### config.mk
export PLATFORM = sky130hd
export DESIGN_NAME = ventilation_fan_speed_decider_top
export DESIGN_NICKNAME = d
export VERILOG_FILES = /design/src/hdl/vfsd_pkg.sv /design/src/hdl/ventilation_fan_speed_decider_top.sv /design/src/hdl/vfsd_decide.sv
export SDC_FILE = /design/constraint.sdc
export NUM_CORES = 1
export LEC_CHECK = 0
export ABC_AREA = 1
export BUFFER_PORTS_ARGS = -buffer_cell sky130_fd_sc_hd__buf_2
export CAP_MARGIN = 20
export CORE_ASPECT_RATIO = 1.4
export CORE_MARGIN = 5
export CORE_UTILIZATION = 40
export CTS_CLUSTER_DIAMETER = 50
export DETAILED_ROUTE_END_ITERATION = 10
export PLACE_DENSITY = 0.62
export RECOVER_POWER = 50
export SKIP_LAST_GASP = 1
export SLEW_MARGIN = 20
export SYNTH_ARGS = -nofsm -noshare
export SYNTH_HDL_FRONTEND = slang
export SYNTH_HIERARCHICAL = 1
export SYNTH_SLANG_ARGS = --single-unit
### constraint.sdc
create_clock -name clk -period 16.8 [get_ports clk]
set_input_delay 5.04 -clock clk [delete_from_list [all_inputs] [get_ports clk]]
set_output_delay 5.04 -clock clk [all_outputs]
set_load 0.01 [all_outputs]
### src/hdl/vfsd_pkg.sv
package vfsd_pkg;

  localparam int NUM_SWITCHES = 8;
  localparam int SWITCH_WIDTH = 8;
  localparam logic [SWITCH_WIDTH-1:0] SWITCH_MASK = SWITCH_WIDTH'((64'd1 << NUM_SWITCHES) - 64'd1);

  localparam int APB_ADDR_WIDTH = 5;
  localparam logic [31:0] MS_PER_MINUTE = 32'd60000;

  localparam logic [15:0] CO2_HIGH_RESET = 16'd1200;
  localparam logic [15:0] CO2_LOW_RESET = 16'd800;
  localparam logic [15:0] CO2_HYST_RESET = 16'd100;
  localparam logic [10:0] COOLDOWN_MIN_RESET = 11'd5;
  localparam logic [31:0] COOLDOWN_MS_RESET = 32'({21'd0, COOLDOWN_MIN_RESET}) * MS_PER_MINUTE;

  typedef enum logic [2:0] {
    REG_CO2_HIGH    = 3'd0,
    REG_CO2_LOW     = 3'd1,
    REG_CO2_HYST    = 3'd2,
    REG_COOLDOWN    = 3'd3,
    REG_WIN_START   = 3'd4,
    REG_WIN_END     = 3'd5,
    REG_RUN_MINUTES = 3'd6,
    REG_SCHED_MODE  = 3'd7
  } reg_index_t;

  localparam logic [1:0] FAN_OFF = 2'd0;
  localparam logic [1:0] FAN_LOW = 2'd1;
  localparam logic [1:0] FAN_HIGH = 2'd2;
  localparam logic [1:0] SPEED_UNUSED = 2'd3;

  localparam logic [2:0] BY_SWITCH = 3'd0;
  localparam logic [2:0] BY_COOLDOWN = 3'd1;
  localparam logic [2:0] BY_CO2 = 3'd2;
  localparam logic [2:0] BY_SCHEDULE = 3'd3;
  localparam logic [2:0] BY_DEFAULT = 3'd4;

  typedef struct packed {
    logic [15:0] co2_hi;
    logic [15:0] co2_low;
    logic [15:0] co2_hyst;
    logic [31:0] cooldown_ms;
    logic [31:0] cooldown_neg;
    logic [4:0]  win_start;
    logic [4:0]  win_end;
    logic [5:0]  run_len;
    logic [2:0]  sched_mode;
  } cfg_t;

  typedef struct packed {
    logic [SWITCH_WIDTH-1:0] last_switches;
    logic                    seen_before;
    logic [31:0]             deadline;
    logic [1:0]              last_speed;
  } state_t;

  typedef struct packed {
    logic [1:0] fan_speed;
    logic [2:0] decided_by;
  } result_t;

endpackage

### src/hdl/ventilation_fan_speed_decider_top.sv
// Fan speed decider. Each evaluation transaction (CO2 reading, switch mask, ms time,
// hour, minute) yields one result transaction (fan speed, deciding rule). An item is
// registered on acceptance and decided once the output register is free; its result is
// then registered onto the outputs. One item per cycle is sustained while out_ready
// holds, limited by the speed, switch and cooldown state each decision hands to the next.
// Registers sit on the APB port at byte address 4*index.
module ventilation_fan_speed_decider_top (
  input  logic                                clk,
  input  logic                                rst,
  input  logic                                psel,
  input  logic                                penable,
  input  logic                                pwrite,
  input  logic [vfsd_pkg::APB_ADDR_WIDTH-1:0] paddr,
  input  logic [31:0]                         pwdata,
  output logic [31:0]                         prdata,
  output logic                                pready,
  input  logic                                in_valid,
  output logic                                in_ready,
  input  logic signed [16:0]                  co2_level,
  input  logic [7:0]                          switch_mask,
  input  logic [31:0]                         now_ms,
  input  logic [4:0]                          hour_of_day,
  input  logic [5:0]                          minute_of_hour,
  output logic                                out_valid,
  input  logic                                out_ready,
  output logic [1:0]                          fan_speed,
  output logic [2:0]                          decided_by
);
  import vfsd_pkg::*;

  cfg_t        cfg;
  logic [10:0] cooldown_minutes;
  reg_index_t  wr_index;
  logic        wr_en;

  state_t      state;
  state_t      state_next;
  result_t     result;

  logic               item_valid;
  logic signed [16:0] item_co2;
  logic [7:0]         item_switches;
  logic [31:0]        item_now;
  logic [4:0]         item_hour;
  logic [5:0]         item_minute;
  logic               decide;

  assign pready = 1'b1;
  assign wr_en = psel && penable && pwrite && pready;
  assign wr_index = reg_index_t'(paddr[APB_ADDR_WIDTH-1:2]);

  always_ff @(posedge clk) begin
    if (rst) begin
      cfg.co2_hi <= CO2_HIGH_RESET;
      cfg.co2_low <= CO2_LOW_RESET;
      cfg.co2_hyst <= CO2_HYST_RESET;
      cfg.cooldown_ms <= COOLDOWN_MS_RESET;
      cfg.cooldown_neg <= 32'd0 - COOLDOWN_MS_RESET;
      cfg.win_start <= 5'd0;
      cfg.win_end <= 5'd0;
      cfg.run_len <= 6'd0;
      cfg.sched_mode <= 3'd0;
      cooldown_minutes <= COOLDOWN_MIN_RESET;
    end else if (wr_en) begin
      case (wr_index)
        REG_CO2_HIGH: cfg.co2_hi <= pwdata[15:0];
        REG_CO2_LOW: cfg.co2_low <= pwdata[15:0];
        REG_CO2_HYST: cfg.co2_hyst <= pwdata[15:0];
        REG_COOLDOWN: begin
          cooldown_minutes <= pwdata[10:0];
          cfg.cooldown_ms <= {21'd0, pwdata[10:0]} * MS_PER_MINUTE;
          cfg.cooldown_neg <= 32'd0 - ({21'd0, pwdata[10:0]} * MS_PER_MINUTE);
        end
        REG_WIN_START: cfg.win_start <= pwdata[4:0];
        REG_WIN_END: cfg.win_end <= pwdata[4:0];
        REG_RUN_MINUTES: cfg.run_len <= pwdata[5:0];
        REG_SCHED_MODE: cfg.sched_mode <= pwdata[2:0];
        default: ;
      endcase
    end
  end

  always_comb begin
    case (wr_index)
      REG_CO2_HIGH: prdata = {16'd0, cfg.co2_hi};
      REG_CO2_LOW: prdata = {16'd0, cfg.co2_low};
      REG_CO2_HYST: prdata = {16'd0, cfg.co2_hyst};
      REG_COOLDOWN: prdata = {21'd0, cooldown_minutes};
      REG_WIN_START: prdata = {27'd0, cfg.win_start};
      REG_WIN_END: prdata = {27'd0, cfg.win_end};
      REG_RUN_MINUTES: prdata = {26'd0, cfg.run_len};
      REG_SCHED_MODE: prdata = {29'd0, cfg.sched_mode};
      default: prdata = 32'd0;
    endcase
  end

  assign decide = item_valid && (!out_valid || out_ready);
  assign in_ready = !item_valid || decide;

  always_ff @(posedge clk) begin
    if (rst) begin
      item_valid <= 1'b0;
    end else if (in_ready) begin
      item_valid <= in_valid;
    end
  end

  always_ff @(posedge clk) begin
    if (in_valid && in_ready) begin
      item_co2 <= co2_level;
      item_switches <= switch_mask;
      item_now <= now_ms;
      item_hour <= hour_of_day;
      item_minute <= minute_of_hour;
    end
  end

  vfsd_decide u_decide (
    .cfg            (cfg),
    .state          (state),
    .co2_level      (item_co2),
    .switch_mask    (item_switches),
    .now_ms         (item_now),
    .hour_of_day    (item_hour),
    .minute_of_hour (item_minute),
    .result         (result),
    .state_next     (state_next)
  );

  always_ff @(posedge clk) begin
    if (rst) begin
      state <= '0;
    end else if (decide) begin
      state <= state_next;
    end
  end

  always_ff @(posedge clk) begin
    if (rst) begin
      out_valid <= 1'b0;
    end else if (decide) begin
      out_valid <= 1'b1;
    end else if (out_ready) begin
      out_valid <= 1'b0;
    end
  end

  always_ff @(posedge clk) begin
    if (decide) begin
      fan_speed <= result.fan_speed;
      decided_by <= result.decided_by;
    end
  end

endmodule

### src/hdl/vfsd_decide.sv
module vfsd_decide (
  input  vfsd_pkg::cfg_t    cfg,
  input  vfsd_pkg::state_t  state,
  input  logic signed [16:0] co2_level,
  input  logic [7:0]        switch_mask,
  input  logic [31:0]       now_ms,
  input  logic [4:0]        hour_of_day,
  input  logic [5:0]        minute_of_hour,
  output vfsd_pkg::result_t result,
  output vfsd_pkg::state_t  state_next
);
  import vfsd_pkg::*;

  logic [SWITCH_WIDTH-1:0] sw;
  logic                    release_edge;
  logic [31:0]             deadline_cand;
  logic [31:0]             diff;
  logic                    cooling;
  logic                    in_window;
  logic signed [17:0]      co2_ext;
  logic signed [17:0]      hi_level;
  logic signed [17:0]      lo_level;
  logic                    co2_over_hi;
  logic                    co2_low;
  logic                    sched_run;
  logic [1:0]              sched_speed;

  always_comb begin
    sw = switch_mask & SWITCH_MASK;
    release_edge = state.seen_before && (state.last_switches != '0);
    deadline_cand = release_edge ? (now_ms + cfg.cooldown_ms) : state.deadline;
    diff = release_edge ? cfg.cooldown_neg : (now_ms - state.deadline);
    cooling = (deadline_cand != 32'd0) && diff[31];

    if (cfg.win_start > cfg.win_end) begin
      in_window = (hour_of_day >= cfg.win_start) || (hour_of_day < cfg.win_end);
    end else begin
      in_window = (hour_of_day >= cfg.win_start) && (hour_of_day < cfg.win_end);
    end

    co2_ext = 18'(co2_level);
    hi_level = $signed({2'b00, cfg.co2_hi})
             - $signed({2'b00, ((state.last_speed == FAN_HIGH) ? cfg.co2_hyst : 16'd0)});
    lo_level = $signed({2'b00, cfg.co2_low})
             - $signed({2'b00, ((state.last_speed == FAN_HIGH ||
                                 state.last_speed == FAN_LOW) ? cfg.co2_hyst : 16'd0)});
    co2_over_hi = !co2_level[16] && (co2_ext > hi_level);
    co2_low = !co2_level[16] && (co2_ext >= lo_level);

    sched_run = (cfg.run_len != 6'd0) && in_window && (minute_of_hour < cfg.run_len);
    sched_speed = (cfg.sched_mode[1:0] == SPEED_UNUSED) ? FAN_OFF : cfg.sched_mode[1:0];

    state_next.last_switches = sw;
    state_next.seen_before = 1'b1;
    state_next.deadline = 32'd0;

    if (sw != '0) begin
      result.fan_speed = FAN_HIGH;
      result.decided_by = BY_SWITCH;
    end else if (cooling) begin
      result.fan_speed = FAN_HIGH;
      result.decided_by = BY_COOLDOWN;
      state_next.deadline = deadline_cand;
    end else if (co2_over_hi) begin
      result.fan_speed = (cfg.sched_mode[2] && in_window) ? FAN_LOW : FAN_HIGH;
      result.decided_by = BY_CO2;
    end else if (co2_low) begin
      result.fan_speed = FAN_LOW;
      result.decided_by = BY_CO2;
    end else if (sched_run) begin
      result.fan_speed = sched_speed;
      result.decided_by = BY_SCHEDULE;
    end else begin
      result.fan_speed = FAN_OFF;
      result.decided_by = BY_DEFAULT;
    end

    state_next.last_speed = result.fan_speed;
  end

endmodule
==> impl_metrics.env <==
export IMPL_switchingPower_mw=0.750
export IMPL_drtAntennaViolNets=0
export IMPL_wl_per_cell_um=15.8
export IMPL_area_growth_pct=11.4
export IMPL_core_um2=43200
export IMPL_ctsResizeCount=0
export IMPL_gp_congestion=0.896
export IMPL_ir_drop_mv=0.0942
export IMPL_finalClockSkew_ns=0.0365
export IMPL_numCtsBuffers=30
export IMPL_synth_cells=2474
export IMPL_fillers=4461
export IMPL_maxCapViolations=3
export IMPL_fin_ws_ns=5.10
export IMPL_min_from="cfg[69]"
export IMPL_grt_pass1_vias=15700
export IMPL_die_w_um=187
export IMPL_wl_mm=49.8
export IMPL_fin_crit_sh_pct=69.6
export IMPL_cts_max_level=1
export IMPL_start_util_pct=40.5
export IMPL_globalRouteOverflowTotal=0
export IMPL_critPathRequiredTime_ns=11.76
export IMPL_grt_max_degree=119
export IMPL_slew_violations=212
export IMPL_place_ws_ns=5.11
export IMPL_finalCriticalPeriod_ns=11.70
export IMPL_root_buffer="clkbuf_16"
export IMPL_p_per_area_nw_per_um2=99.8
export IMPL_tns_ns=0
export IMPL_rows=90
export IMPL_cts_sinks=218
export IMPL_io_pins=152
export IMPL_cp_max_fo=12
export IMPL_grt_first_pass_wirelength_mm=80.0
export IMPL_num_vias=15900
export IMPL_hp_class="flop to flop"
export IMPL_clockBufferDepth=3
export IMPL_vias_per_cell=5.07
export IMPL_failed_checks="max-capacitance violations, max-slew violations"
export IMPL_seqPwrFrac_pct=30.0
export IMPL_crit_reg2reg_launch="state[0]"
export IMPL_slew_headroom_pct=-174
export IMPL_crit_start="paddr[3]"
export IMPL_final_common_cell="nand2_1"
export IMPL_dp_hpwl_mm=39.3
export IMPL_hold_viol_final=0
export IMPL_worstSetupStartpointType="input pin"
export IMPL_layout_common_cells="nand2_1 (596), inv_1 (387), nor2_1 (266)"
export IMPL_port_buffers=116
export IMPL_track_usage_pct=20.2
export IMPL_clock_latency_ns=0.60
export IMPL_fmax_ghz=0.0855
export IMPL_ctsHoldBuffers=0
export IMPL_firstDrtPassIters=5
export IMPL_placed_cell_area_um2=18500
export IMPL_syn_cell_area_um2=17500
export IMPL_arrival_ns=6.66
export IMPL_whs_ns=0.476
export IMPL_internal_power_mw=1.20
export IMPL_setup_viol=0
export IMPL_cts_setup_buffers=0
export IMPL_path_clk_slew_ns=0.06
export IMPL_critical_path_class="input pin to output port"
export IMPL_route_detailed_drc=0
export IMPL_antenna_found_initial=4
export IMPL_fin_area_um2=19500
export IMPL_dieArea_um2=48100
export IMPL_tritoncts="done"
export IMPL_reg2reg_depth=25
export IMPL_p_sw_share_pct=38.5
export IMPL_worst_pin_slew_ns=4.11
export IMPL_hold_depth=2
export IMPL_p_clk_share_pct=33.6
export IMPL_ys_warn_count=6
export IMPL_layout_nets=2934
export IMPL_power_leakage_nw=9.83
export IMPL_combinationalPowerShare_pct=36.5
export IMPL_drt_iter0_markers=796
export IMPL_cp_end_kind="output port"
export IMPL_outcome="finished with violations"
export IMPL_syn_avg_cell_area_um2=7.08
export IMPL_rsz0062_at_grt="false"
export IMPL_chipHeight_um=258
export IMPL_drive_gt1_share_pct=8.10
-- stage by stage --
stage	instances	util (%)	power, mW
after floorplan	2500	-	1.13
after global placement	3087	42.7	1.29
after detailed placement	3087	42.7	1.30
after CTS	3143	45.2	1.97
after global routing	3144	45.1	2.11
final	3145	45.1	1.95
-- sequential cells by signal, indices dropped and copies added (netlist names) --
name and cells:
item_minute 6, item_valid 1, fan_speed 2, cooldown_minutes 11
out_valid 1, cfg 89, item_now 32, item_hour 5
item_switches 8, item_co2 17, state 43, decided_by 3
-- path summary, 6_finish.rpt --
check | to | slack [ns]
worst max-delay path | prdata[0] | 5.10
worst min-delay path | cfg[69] | 0.48
worst min register to register | cfg[69] | 0.48
worst max register to register | state[1] | 10.68
-- critical path: stages --
cell and delay (ns):
buf_2 0.15, inv_2 0.08, nor3_2 0.83, a22oi_1 0.20, nand4_1 0.20, buf_2 0.16
-- per-layer routing --
metal	track usage, %	vias to the layer above	wire length (µm)
met3	2.38	97	2090
met4	7.60	4	1780
met2	38.1	374	25900
li1	-	8165	-
met5	0	-	21
met1	23.3	7300	20000
-- power groups by stage --
stage | clock network, mW | registers, mW | logic [mW]
floorplan | 0 | 0.588 | 0.545
global placement | 0 | 0.594 | 0.698
detailed placement | 0 | 0.594 | 0.709
CTS | 0.672 | 0.583 | 0.714
global route | 0.694 | 0.586 | 0.829
finish | 0.654 | 0.583 | 0.710
-- layout make-up --
type,instances,area (µm²),area share [%]
Antenna cell,1,2.50,0.0128
Clock buffer,36,825,4.22
Clock inverter,20,215,1.10
Inverter,397,1490,7.63
Multi-Input combinational cell,1793,10500,54.0
Sequential cell,218,5090,26.1
Tap cell,552,691,3.54
Timing Repair Buffer,128,654,3.35
(Power assumes the default switching activity.)
